File: src/lcadf_pkg.sv
`timescale 1ns / 1ps
// ----------------------------------------------------------------------------
// Load cell average and drift filter package
// Shared widths, register indexes and reset values.
// ----------------------------------------------------------------------------
package lcadf_pkg;

  localparam int SAMPLE_BITS = 24;
  localparam int MAX_WINDOW  = 64;
  localparam int RING_AW     = $clog2(MAX_WINDOW);
  localparam int WLEN_W      = 7;
  localparam int PERIOD_W    = 8;
  localparam int THR_W       = 23;
  localparam int WSUM_W      = 31;
  localparam int ACC_W       = 32;
  localparam int CFG_IDX_W   = 2;
  localparam int CFG_DATA_W  = 24;

  // Serial divider operand widths.
  localparam int DIV_W       = 32;
  localparam int DIVISOR_W   = 8;
  localparam int DIV_CNT_W   = $clog2(DIV_W);

  localparam logic [CFG_IDX_W-1:0] REG_WINDOW_LENGTH = 2'd0;
  localparam logic [CFG_IDX_W-1:0] REG_CORR_PERIOD   = 2'd1;
  localparam logic [CFG_IDX_W-1:0] REG_CORR_THRESH   = 2'd2;
  localparam logic [CFG_IDX_W-1:0] REG_TARE_OFFSET   = 2'd3;

  localparam logic [WLEN_W-1:0]   WINDOW_LENGTH_RESET = 7'd16;
  localparam logic [PERIOD_W-1:0] CORR_PERIOD_RESET   = 8'd10;

  typedef logic signed [SAMPLE_BITS-1:0] sample_t;
  typedef logic signed [ACC_W-1:0]       acc_t;

endpackage

File: src/lcadf_div.sv
`timescale 1ns / 1ps
// ----------------------------------------------------------------------------
// Load cell filter serial divider
// Signed by unsigned restoring divider, one quotient bit per cycle,
// quotient truncated toward zero.
// ----------------------------------------------------------------------------
module lcadf_div (
  input  logic                                clk,
  input  logic                                rst,
  input  logic                                start,
  input  logic signed [lcadf_pkg::DIV_W-1:0]  dividend,
  input  logic        [lcadf_pkg::DIVISOR_W-1:0] divisor,
  output logic                                done,
  output logic signed [lcadf_pkg::DIV_W-1:0]  quotient
);
  import lcadf_pkg::*;

  logic                 busy;
  logic [DIV_CNT_W-1:0] count;
  logic                 neg;
  logic [DIVISOR_W-1:0] dsor;
  logic [DIV_W-1:0]     quo;
  logic [DIVISOR_W-1:0] rem;

  logic [DIVISOR_W:0]   rem_shift;
  logic                 take;
  logic [DIVISOR_W-1:0] rem_next;
  logic [DIV_W-1:0]     quo_next;
  logic [DIV_W-1:0]     magnitude;

  always_comb begin
    magnitude = dividend[DIV_W-1] ? DIV_W'(-dividend) : DIV_W'(dividend);
    rem_shift = {rem, quo[DIV_W-1]};
    take      = rem_shift >= {1'b0, dsor};
    rem_next  = take ? DIVISOR_W'(rem_shift - {1'b0, dsor}) : rem_shift[DIVISOR_W-1:0];
    quo_next  = {quo[DIV_W-2:0], take};
  end

  always_ff @(posedge clk) begin
    if (rst) begin
      busy  <= 1'b0;
      done  <= 1'b0;
      count <= '0;
    end else begin
      done <= 1'b0;
      if (start) begin
        busy  <= 1'b1;
        count <= '0;
        neg   <= dividend[DIV_W-1];
        dsor  <= divisor;
        quo   <= magnitude;
        rem   <= '0;
      end else if (busy) begin
        rem   <= rem_next;
        quo   <= quo_next;
        count <= count + 1'b1;
        if (count == DIV_CNT_W'(DIV_W - 1)) begin
          busy     <= 1'b0;
          done     <= 1'b1;
          quotient <= neg ? $signed(DIV_W'(-quo_next)) : $signed(quo_next);
        end
      end
    end
  end

endmodule

File: src/load_cell_average_drift_filter_top.sv
`timescale 1ns / 1ps
// ----------------------------------------------------------------------------
// Load cell average and drift filter
// Ring-buffer moving average with period-based drift correction.
// ----------------------------------------------------------------------------
//  Channel  | Handshake          | Payload
//  input    | in_valid/in_ready  | sample
//  output   | out_valid/out_ready| average, net_value, correction, period_done
//  config   | cfg_we             | cfg_index, cfg_data
//
// Each request passes through the read, start, divide, apply and net steps
// until its result is loaded; the two serial dividers run side by side.
// The next request can be accepted in the cycle after the result register is
// loaded, so a new request is never taken while one is in progress.
// A result waits in the output register while out_ready is low; the block
// holds in its last step until that register is free.
// Reset is synchronous; the sample ring needs no clearing pass.
// ----------------------------------------------------------------------------
module load_cell_average_drift_filter_top (
  input  logic                                   clk,
  input  logic                                   rst,
  input  logic                                   cfg_we,
  input  logic [lcadf_pkg::CFG_IDX_W-1:0]        cfg_index,
  input  logic [lcadf_pkg::CFG_DATA_W-1:0]       cfg_data,
  input  logic                                   in_valid,
  output logic                                   in_ready,
  input  logic signed [lcadf_pkg::SAMPLE_BITS-1:0] sample,
  output logic                                   out_valid,
  input  logic                                   out_ready,
  output logic signed [lcadf_pkg::SAMPLE_BITS-1:0] average,
  output logic signed [lcadf_pkg::ACC_W-1:0]     net_value,
  output logic signed [lcadf_pkg::ACC_W-1:0]     correction,
  output logic                                   period_done
);
  import lcadf_pkg::*;

  typedef enum logic [2:0] {
    ST_IDLE, ST_READ, ST_START, ST_DIV, ST_APPLY, ST_NET
  } state_t;

  function automatic logic [WLEN_W-1:0] eff_window(input logic [WLEN_W-1:0] w);
    logic [WLEN_W-1:0] r;
    if (w == '0) r = WLEN_W'(1);
    else if (w > WLEN_W'(MAX_WINDOW)) r = WLEN_W'(MAX_WINDOW);
    else r = w;
    return r;
  endfunction

  state_t state;

  logic [WLEN_W-1:0]     window_length;
  logic [PERIOD_W-1:0]   correction_period;
  logic [THR_W-1:0]      correction_threshold_raw;
  sample_t               tare_offset;

  sample_t               sample_ring [MAX_WINDOW];
  sample_t               ring_rd;
  logic [RING_AW-1:0]    write_index;
  logic [WLEN_W-1:0]     fill_count;
  logic signed [WSUM_W-1:0] window_sum;
  logic [PERIOD_W-1:0]   period_count;
  acc_t                  period_sum;
  sample_t               previous_period_average;
  acc_t                  drift_correction;
  sample_t               s_reg;
  logic                  closed;

  logic                  div_start;
  logic                  win_done;
  logic                  per_done;
  acc_t                  win_quo;
  acc_t                  per_quo;

  logic [WLEN_W-1:0]     win;
  logic [PERIOD_W-1:0]   period_eff;
  logic                  filling;
  logic signed [WSUM_W-1:0] window_sum_next;
  logic [WLEN_W-1:0]     fill_count_next;
  logic [WLEN_W-1:0]     idx_inc;
  logic [RING_AW-1:0]    write_index_next;
  acc_t                  period_sum_next;
  logic [PERIOD_W-1:0]   period_count_next;
  sample_t               pavg;
  logic signed [SAMPLE_BITS:0] delta;
  logic signed [SAMPLE_BITS+1:0] delta_w;
  logic signed [SAMPLE_BITS+1:0] thr_w;
  logic                  in_band;
  logic signed [ACC_W:0] corr_sum;
  acc_t                  corr_sat;
  logic signed [ACC_W+1:0] net_sum;
  acc_t                  net_sat;

  always_comb begin
    win               = eff_window(window_length);
    period_eff        = (correction_period == '0) ? PERIOD_W'(1) : correction_period;
    filling           = fill_count < win;
    window_sum_next   = window_sum + WSUM_W'(s_reg)
                        - (filling ? WSUM_W'(0) : WSUM_W'(ring_rd));
    fill_count_next   = filling ? WLEN_W'(fill_count + 1'b1) : fill_count;
    idx_inc           = WLEN_W'(write_index) + 1'b1;
    write_index_next  = (idx_inc >= win) ? '0 : idx_inc[RING_AW-1:0];
    period_sum_next   = period_sum + ACC_W'(s_reg);
    period_count_next = PERIOD_W'(period_count + 1'b1);

    pavg     = per_quo[SAMPLE_BITS-1:0];
    delta    = {pavg[SAMPLE_BITS-1], pavg}
               - {previous_period_average[SAMPLE_BITS-1], previous_period_average};
    delta_w  = {delta[SAMPLE_BITS], delta};
    thr_w    = $signed({3'b000, correction_threshold_raw});
    in_band  = (delta_w > -thr_w) && (delta_w < thr_w);
    corr_sum = {drift_correction[ACC_W-1], drift_correction}
               + {{(ACC_W-SAMPLE_BITS){delta[SAMPLE_BITS]}}, delta};
    if (corr_sum[ACC_W] != corr_sum[ACC_W-1]) begin
      corr_sat = corr_sum[ACC_W] ? $signed({1'b1, {(ACC_W-1){1'b0}}})
                                 : $signed({1'b0, {(ACC_W-1){1'b1}}});
    end else begin
      corr_sat = corr_sum[ACC_W-1:0];
    end

    net_sum = (ACC_W+2)'($signed(win_quo[SAMPLE_BITS-1:0]))
              - (ACC_W+2)'(tare_offset) - (ACC_W+2)'(drift_correction);
    if (net_sum[ACC_W+1:ACC_W-1] != '0 && net_sum[ACC_W+1:ACC_W-1] != '1) begin
      net_sat = net_sum[ACC_W+1] ? $signed({1'b1, {(ACC_W-1){1'b0}}})
                                 : $signed({1'b0, {(ACC_W-1){1'b1}}});
    end else begin
      net_sat = net_sum[ACC_W-1:0];
    end
  end

  assign in_ready  = (state == ST_IDLE);
  assign div_start = (state == ST_START);

  always_ff @(posedge clk) begin
    ring_rd <= sample_ring[write_index];
    if (state == ST_READ) begin
      sample_ring[write_index] <= s_reg;
    end
  end

  always_ff @(posedge clk) begin
    if (rst) begin
      state                    <= ST_IDLE;
      out_valid                <= 1'b0;
      window_length            <= WINDOW_LENGTH_RESET;
      correction_period        <= CORR_PERIOD_RESET;
      correction_threshold_raw <= '0;
      tare_offset              <= '0;
      write_index              <= '0;
      fill_count               <= '0;
      window_sum               <= '0;
      period_count             <= '0;
      period_sum               <= '0;
      previous_period_average  <= '0;
      drift_correction         <= '0;
      closed                   <= 1'b0;
    end else begin
      if (out_valid && out_ready && state != ST_NET) begin
        out_valid <= 1'b0;
      end
      if (cfg_we) begin
        case (cfg_index)
          REG_WINDOW_LENGTH: begin
            if (eff_window(cfg_data[WLEN_W-1:0]) != win) begin
              write_index <= '0;
              fill_count  <= '0;
              window_sum  <= '0;
            end
            window_length <= cfg_data[WLEN_W-1:0];
          end
          REG_CORR_PERIOD: correction_period        <= cfg_data[PERIOD_W-1:0];
          REG_CORR_THRESH: correction_threshold_raw <= cfg_data[THR_W-1:0];
          REG_TARE_OFFSET: tare_offset              <= $signed(cfg_data[SAMPLE_BITS-1:0]);
          default: ;
        endcase
      end
      case (state)
        ST_IDLE: begin
          if (in_valid) begin
            s_reg <= sample;
            state <= ST_READ;
          end
        end
        ST_READ: begin
          window_sum   <= window_sum_next;
          fill_count   <= fill_count_next;
          write_index  <= write_index_next;
          period_sum   <= period_sum_next;
          period_count <= period_count_next;
          closed       <= period_count_next >= period_eff;
          state        <= ST_START;
        end
        ST_START: state <= ST_DIV;
        ST_DIV: begin
          if (win_done) begin
            state <= ST_APPLY;
          end
        end
        ST_APPLY: begin
          if (closed) begin
            if (in_band) begin
              drift_correction <= corr_sat;
            end
            previous_period_average <= pavg;
            period_count            <= '0;
            period_sum              <= '0;
          end
          state <= ST_NET;
        end
        ST_NET: begin
          if (!out_valid || out_ready) begin
            out_valid   <= 1'b1;
            average     <= win_quo[SAMPLE_BITS-1:0];
            net_value   <= net_sat;
            correction  <= drift_correction;
            period_done <= closed;
            state       <= ST_IDLE;
          end
        end
        default: state <= ST_IDLE;
      endcase
    end
  end

  lcadf_div u_win_div (
    .clk      (clk),
    .rst      (rst),
    .start    (div_start),
    .dividend (ACC_W'(window_sum)),
    .divisor  (DIVISOR_W'(fill_count)),
    .done     (win_done),
    .quotient (win_quo)
  );

  lcadf_div u_per_div (
    .clk      (clk),
    .rst      (rst),
    .start    (div_start),
    .dividend (period_sum),
    .divisor  (period_count),
    .done     (per_done),
    .quotient (per_quo)
  );

  a_div_lockstep: assert property (@(posedge clk) disable iff (rst)
    win_done == per_done)
    else $error("window and period dividers out of step");

  a_fill_bound: assert property (@(posedge clk) disable iff (rst)
    fill_count <= win)
    else $error("fill count exceeds window");

  a_index_bound: assert property (@(posedge clk) disable iff (rst)
    WLEN_W'(write_index) < win)
    else $error("write index outside window");

  a_period_bound: assert property (@(posedge clk) disable iff (rst)
    (state == ST_IDLE) |-> (period_count != '1))
    else $error("period count at limit while idle");

  a_done_in_div: assert property (@(posedge clk) disable iff (rst)
    win_done |-> (state == ST_DIV))
    else $error("divider finished outside divide step");

endmodule
File: config.mk
export PLATFORM = sky130hd
export DESIGN_NAME = load_cell_average_drift_filter_top
export DESIGN_NICKNAME = d
export VERILOG_FILES = /design/src/lcadf_pkg.sv /design/src/lcadf_div.sv /design/src/load_cell_average_drift_filter_top.sv
export SDC_FILE = /design/constraint.sdc
export NUM_CORES = 2
export LEC_CHECK = 0
export ABC_AREA = 1
export BUFFER_PORTS_ARGS = -buffer_cell sky130_fd_sc_hd__buf_2
export CAP_MARGIN = 10
export CORE_AREA = 2 2 298 521
export DETAILED_ROUTE_END_ITERATION = 16
export DIE_AREA = 0 0 300 523
export PLACE_DENSITY_LB_ADDON = 0.1
export SLEW_MARGIN = 20
export SYNTH_ARGS = -nofsm -noshare
export SYNTH_HDL_FRONTEND = slang
export SYNTH_SLANG_ARGS = --single-unit
File: constraint.sdc
create_clock -name clk -period 11.2 [get_ports clk]
set_input_delay 1.12 -clock clk [delete_from_list [all_inputs] [get_ports clk]]
set_output_delay 1.12 -clock clk [all_outputs]
set_load 0.005 [all_outputs]
# Word level (Yosys, flattened, before mapping)
# Memory sizes are Yosys's and may differ from the RTL's. A register that Yosys moved wholly into a read port is not among the register bits.
# Index checks and enable logic that the tools add are counted.
# word_totals
word_cells	181
input_bits	55
mem_bits_rw	1536
n_memories	1
regBits	478
output_inout_bits	91
# mem_list
memory	depth	width	rd	rd_ports_with_merged_regs	write_ports	line_no	rtl
sample_ring	64	24	1	1	1	load_cell_average_drift_filter_top.sv:56	sample_t sample_ring [MAX_WINDOW];
# classes
magnitude_cmp	9
bitwise	3
n_eq_ne	19
mux	59
reduce_logical	37
n_addsub	19
# op_table
operator	count
$mux W32	11
$mux W31	5
$mux W7	12
$pmux W32 S2	1
$sub A24 B24 Y25	2
$mux W24	2
$mux W8	6
$neg A24 Y24	2
$add A32 B25 Y33	1
$sub A25 B32 Y33	1
$add A32 B24 Y32	1
$neg A31 Y32	1
$neg A32 Y32	1
$add A31 B24 Y31	1
$sub A31 B31 Y31	1
$mux W6	5
$gt A25 B26 Y1	1
$neg A23 Y26	1
$lt A25 B24 Y1	1
$pmux W3 S6	1
$reduce_and A2 Y1	9
$pmux W8 S2	1
$reduce_and A3 Y1	5
$gt A7 B7 Y1 const B	2
other kinds (37)	72

# Depth between registers and ports, before layout
# logic_depth
ltp_word	11
mapped_depth	30
depth_no_buf	29

# Cells and area by module
# From an unflattened synthesis, not the netlist that was laid out.
# hier_totals
hier_cells	8443
area_unflattened_um2	92886.6
# by_module_without_submodules
module	seq_area_each_um2	cells_each	n_inst	area_per_inst_um2
load_cell_average_drift_filter_top	54141.9	7088	1	81794.7
lcadf_div (u_per_div)	2572.5	671	1	5572.8
lcadf_div (u_win_div)	2572.5	684	1	5519.0

# Worst setup path before layout
# Ideal clock, no wire load.
# synth_timing
kind	input to register
start	input rst
end	register average[0] in the netlist's numbering, enable pin
required_time_ns	10.554
arrival_time_ns	7.572
path_slack_ns	2.982
cell_stages	3
setup_time_ns	0.646
n_path_buf	2
path_cell_list	clkbuf_1 > clkbuf_1 > nor3_1
# synth_between
elab_chain_len	2
# synth_lines
element	line_no	rtl
start: declaration	load_cell_average_drift_filter_top.sv:21	input logic rst,
$not A1 Y1 (no line)	-	
$reduce_and A3 Y1 (no line)	-	
end signal: assignment	load_cell_average_drift_filter_top.sv:212	average <= win_quo[SAMPLE_BITS-1:0];
end: declaration	load_cell_average_drift_filter_top.sv:30	output logic signed [lcadf_pkg::SAMPLE_BITS-1:0] average,
# Every way passes these cells.
# A chain may end at the register's enable or synchronous reset.

# Worst setup path in the final report
# layout_timing
start	register window_length[3]
end	register window_sum[27]
# layout_between
elab_chain_len	7
word_cells_on_any_way	11
classes_between	1 x add/sub; 2 x order compare; 1 x eq/ne; 4 x mux; 3 x reduce/logical
# layout_lines
element	line_no	rtl
start: declaration	load_cell_average_drift_filter_top.sv:51	logic [WLEN_W-1:0] window_length;
start signal: assignment	load_cell_average_drift_filter_top.sv:168	window_length <= cfg_data[WLEN_W-1:0];
$gt A7 B7 Y1	load_cell_average_drift_filter_top.sv:44	else if (w > WLEN_W'(MAX_WINDOW)) r = WLEN_W'(MAX_WINDOW);
$mux W7	load_cell_average_drift_filter_top.sv:44	
$mux W7 (*)	load_cell_average_drift_filter_top.sv:43	if (w == '0) r = WLEN_W'(1);
$lt A7 B7 Y1	load_cell_average_drift_filter_top.sv:96	filling = fill_count < win;
$mux W31	load_cell_average_drift_filter_top.sv:98	- (filling ? WSUM_W'(0) : WSUM_W'(ring_rd));
$sub A31 B31 Y31	load_cell_average_drift_filter_top.sv:98	
$mux W31	load_cell_average_drift_filter_top.sv:176	case (state)
end signal: assignment	load_cell_average_drift_filter_top.sv:184	window_sum <= window_sum_next;
end: declaration	load_cell_average_drift_filter_top.sv:60	logic signed [WSUM_W-1:0] window_sum;
# Every way passes the cells marked *; elsewhere a longest branch is shown, timed or not.

==> run_results.csv <==
group,metric,value,unit
sta,setup_viol,0,
final_layout,final_cell_area,100500,sq um
cts,cts-htree-levels,4,
sta,tns,0,ns
power_and_ir_drop,powerDensity,196.0,nW/um^2
power_and_ir_drop,p_total,19.71,mW
synth,synth_compound_area_share,10.05,%
synth,synthMuxAreaShare,0,%
sta,hold_viol,0,
final_layout,areaGrowthSynthToFinish,10.37,%
synth,synthCells,8074,
power_and_ir_drop,p_leak,37.11,nW
cts,cts_setup_buffers,0,
final_layout,num-nets-final,8653,
sta,fmax,183.3,MHz
grt,antenna_found_initial,17,
synth,avgSynthCellArea,11.28,sq um
floorplanning,start_util,59.69,%
drt,drc,0,
min_path,hold_path.class,"input pin to flop",
final_layout,fillers,11730,
synth,yosys.area.top_type,"edfxtp_1",
placement,port_buffers,145,
final_layout,stdcell_count,10450,
sta,max_slew_margin,13.91,%
status,status,"finished, final reports clean",
run,timing.max_cap.violations,0,
cts,cts_hold_buf,0,
floorplanning,ioPinCount,146,
worst_setup_path,cp_common_cell,"nand2_1",
synth,ys_async_sr_fraction,0,%
grt,grt_max_degree,107,
drt,ant_nets,0,
synth,seq_area_frac_synth,64.50,%
floorplanning,chipHeight,523,um
drt,vias,64400,
drt,first_pass_iters,8,
grt,grt_pass1_vias,62890,
drt,met2_length,151.8,mm
worst_setup_path,r2r_setup_slack,5.74,ns
drt,vias_per_cell,6.163,
power_and_ir_drop,switching_share,31.48,%
worst_setup_path,cp.required,11.86,ns
worst_setup_path,max_stage_delay,0.77,ns
synth,ys_ff_latch,2038,
drt,wl_per_cell,28.71,um
worst_setup_path,r2r-start,"window_length[3]",
final_layout,largest_reg_flops,1536,
placement,preCtsSetupSlack,5.783,ns
cts,cts_inserted_buffers,183,
power_and_ir_drop,p_int,13.50,mW
min_path,hold_depth,1,
sta,layout_setup_ws,5.743,ns
cts,cts_resized,0,
power_and_ir_drop,peakVddDrop,0.1689,mV
sta,tightestPinTransition,1.288,ns
cts,cts_root_buffer,"clkbuf_16",
synth,synthTopCellsByArea,"edfxtp_1, nand2_1, dfxtp_1",
final_layout,multi_input_area,28370,sq um
min_path,hold_end,"s_reg[21]",
final_layout,register_area,58760,sq um
sta,rsz0062_at_grt,"no",
drt,drt_wl_total,300.0,mm
synth,synth_simple_gate_area_share,13.94,%
grt,grt_overflow,0,
worst_setup_path,startpoint,"window_length[3]",
synth,synth_edf_count,1794,
worst_setup_path,cp-start-kind,"flop",
worst_setup_path,path_delay_family,"simple AND/OR/NAND/NOR gates",
worst_setup_path,reg2reg_depth,25,
grt,grt_use_total,37.96,%
cts,cts.clk_slew.worst_paths,0.07,ns
power_and_ir_drop,switchingPower,6.205,mW
power_and_ir_drop,p_seq_share,45.5,%
drt,wl_met3,23.28,mm
final_layout,drive_above_1_share,9.143,%
placement,gp_congestion,1.030,
worst_setup_path,path_buf_inv,2,
cts,clock-sinks,2038,
final_layout,regMostFlops,"sample_ring",
synth,syn-cell-area,91100,sq um
drt,drt_first_iter_violations,7078,
synth,ys_warn_count,0,
worst_setup_path,cp_slowest_cell,"o21ai_0",
synth,ys.flop_type,"edfxtp_1",
worst_setup_path,worstPathArrival,6.12,ns
synth,synth_top_family_by_area,"simple AND/OR/NAND/NOR gates",
sta,finClkSkew,0.07975,ns
min_path,hold_start,"sample[21]",
worst_setup_path,crit_fanout,23,
worst_setup_path,critPathKind,"flop to flop",
worst_setup_path,cp-end-kind,"flop",
power_and_ir_drop,p_clk_share,32.5,%
power_and_ir_drop,share_comb_of_total_power,22.1,%
floorplanning,rows,190,
placement,placed_cells,10110,
synth,syn_nets,8444,
cts,cts_tree,"yes",
synth,ys_types,61,
final_layout,final_cell_mix,"nand2_1, edfxtp_1, inv_1",
floorplanning,dieArea,156900,sq um
worst_setup_path,r2r-end,"window_sum[27]",
drt,met1Wirelength,93.88,mm
synth,synth_fa_ha_area_share,4.878,%
cts,clock_latency,0.87,ns
placement,placed_cell_area,94500,sq um
cts,clockBufferDepth,4,
final_layout,final_common_cell,"nand2_1",
drt,routed.top_layer,"met5",
synth,yosysTopAreaCellShare,59.13,%
floorplanning,core_area,152600,sq um
sta,min_period_over_period,48.72,%
sta,slew_viol_final,0,
sta,fin_crit,5.457,ns
placement,dp_hpwl,205.1,mm
floorplanning,die_w,300,um
grt,grt_pass1_wl,424.9,mm
synth,synthXorXnorAreaFrac,2.009,%
## cell families after synthesis
group / Yosys count
and+or+nand+nor: 3043
DFF: 2038
AOI/OAI and AO/OA: 1439
buffers and inverters: 1030
xor gates and xnor gates: 209
adders and majority gates: 315
## power groups by stage
stage	clock, mW	sequential (mW)	combinational, mW
finish	6.40	8.96	4.35
global route	6.68	8.98	4.68
CTS	6.43	8.95	4.26
detailed placement	0	9.12	4.24
global placement	0	9.11	4.19
floorplan	0	9.07	2.65
## stage by stage
| step | util [%] | hold slack (ns) |
|---|---|---|
| floorplan | - | 0.4064 |
| global placement | 61.92 | 0.4454 |
| detailed placement | 61.92 | 0.4544 |
| CTS | 65.86 | 0.4229 |
| global route | 65.86 | 0.4461 |
| finish | 65.88 | 0.4587 |
## worst reg2reg max path: cells and delay by family (launching register included)
family,cells,cell delay (ns)
buffers and inverters,2,0.63
DFF,1,0.36
AOI/OAI and AO/OA,5,1.40
and+or+nand+nor,15,1.79
adders and majority gates,3,1.15
## cells in the mapped netlist (17+ instances only)
cell,n
a21oi_1,440
dfxtp_1,244
a31oi_1,28
o21ai_1,38
a221oi_1,121
edfxtp_1,1794
nand2_1,1851
buf_6,23
a22o_1,47
a221oi_2,27
nand3_1,227
buf_2,107
or2_2,26
fa_1,67
and3_1,23
a22oi_1,219
inv_1,722
buf_1,21
nor2_1,566
nor3_1,64
ha_1,248
o21ai_0,365
clkbuf_1,125
xor2_1,144
a21o_1,31
xnor2_1,65
o21bai_1,17
o2bb2ai_1,19
nand4_1,225
## layer usage
metal	GRT usage, %	up-vias
met5	0	-
met2	66.05	3359
li1	-	28940
met3	5.687	920
met4	33.52	14
met1	39.92	31170
## worst max-delay path by stage
stage / endpoint / cells after the start
after floorplan: average[0] / 3
after global placement: drift_correction[13] / 22
after detailed placement: drift_correction[30] / 22
after CTS: drift_correction[30] / 22
after global routing: window_sum[11] / 23
final: window_sum[27] / 25
## layout make-up
class	count	share of cell area, %
clock buffers	227	4.967
repair buffers	312	2.033
well taps	2016	2.509
inverters	742	2.802
multi-input cells	5006	28.21
flip-flops and latches	2038	58.44
clock inverters	97	1.013
diodes	10	0.02489
(Power assumes the default switching activity.)
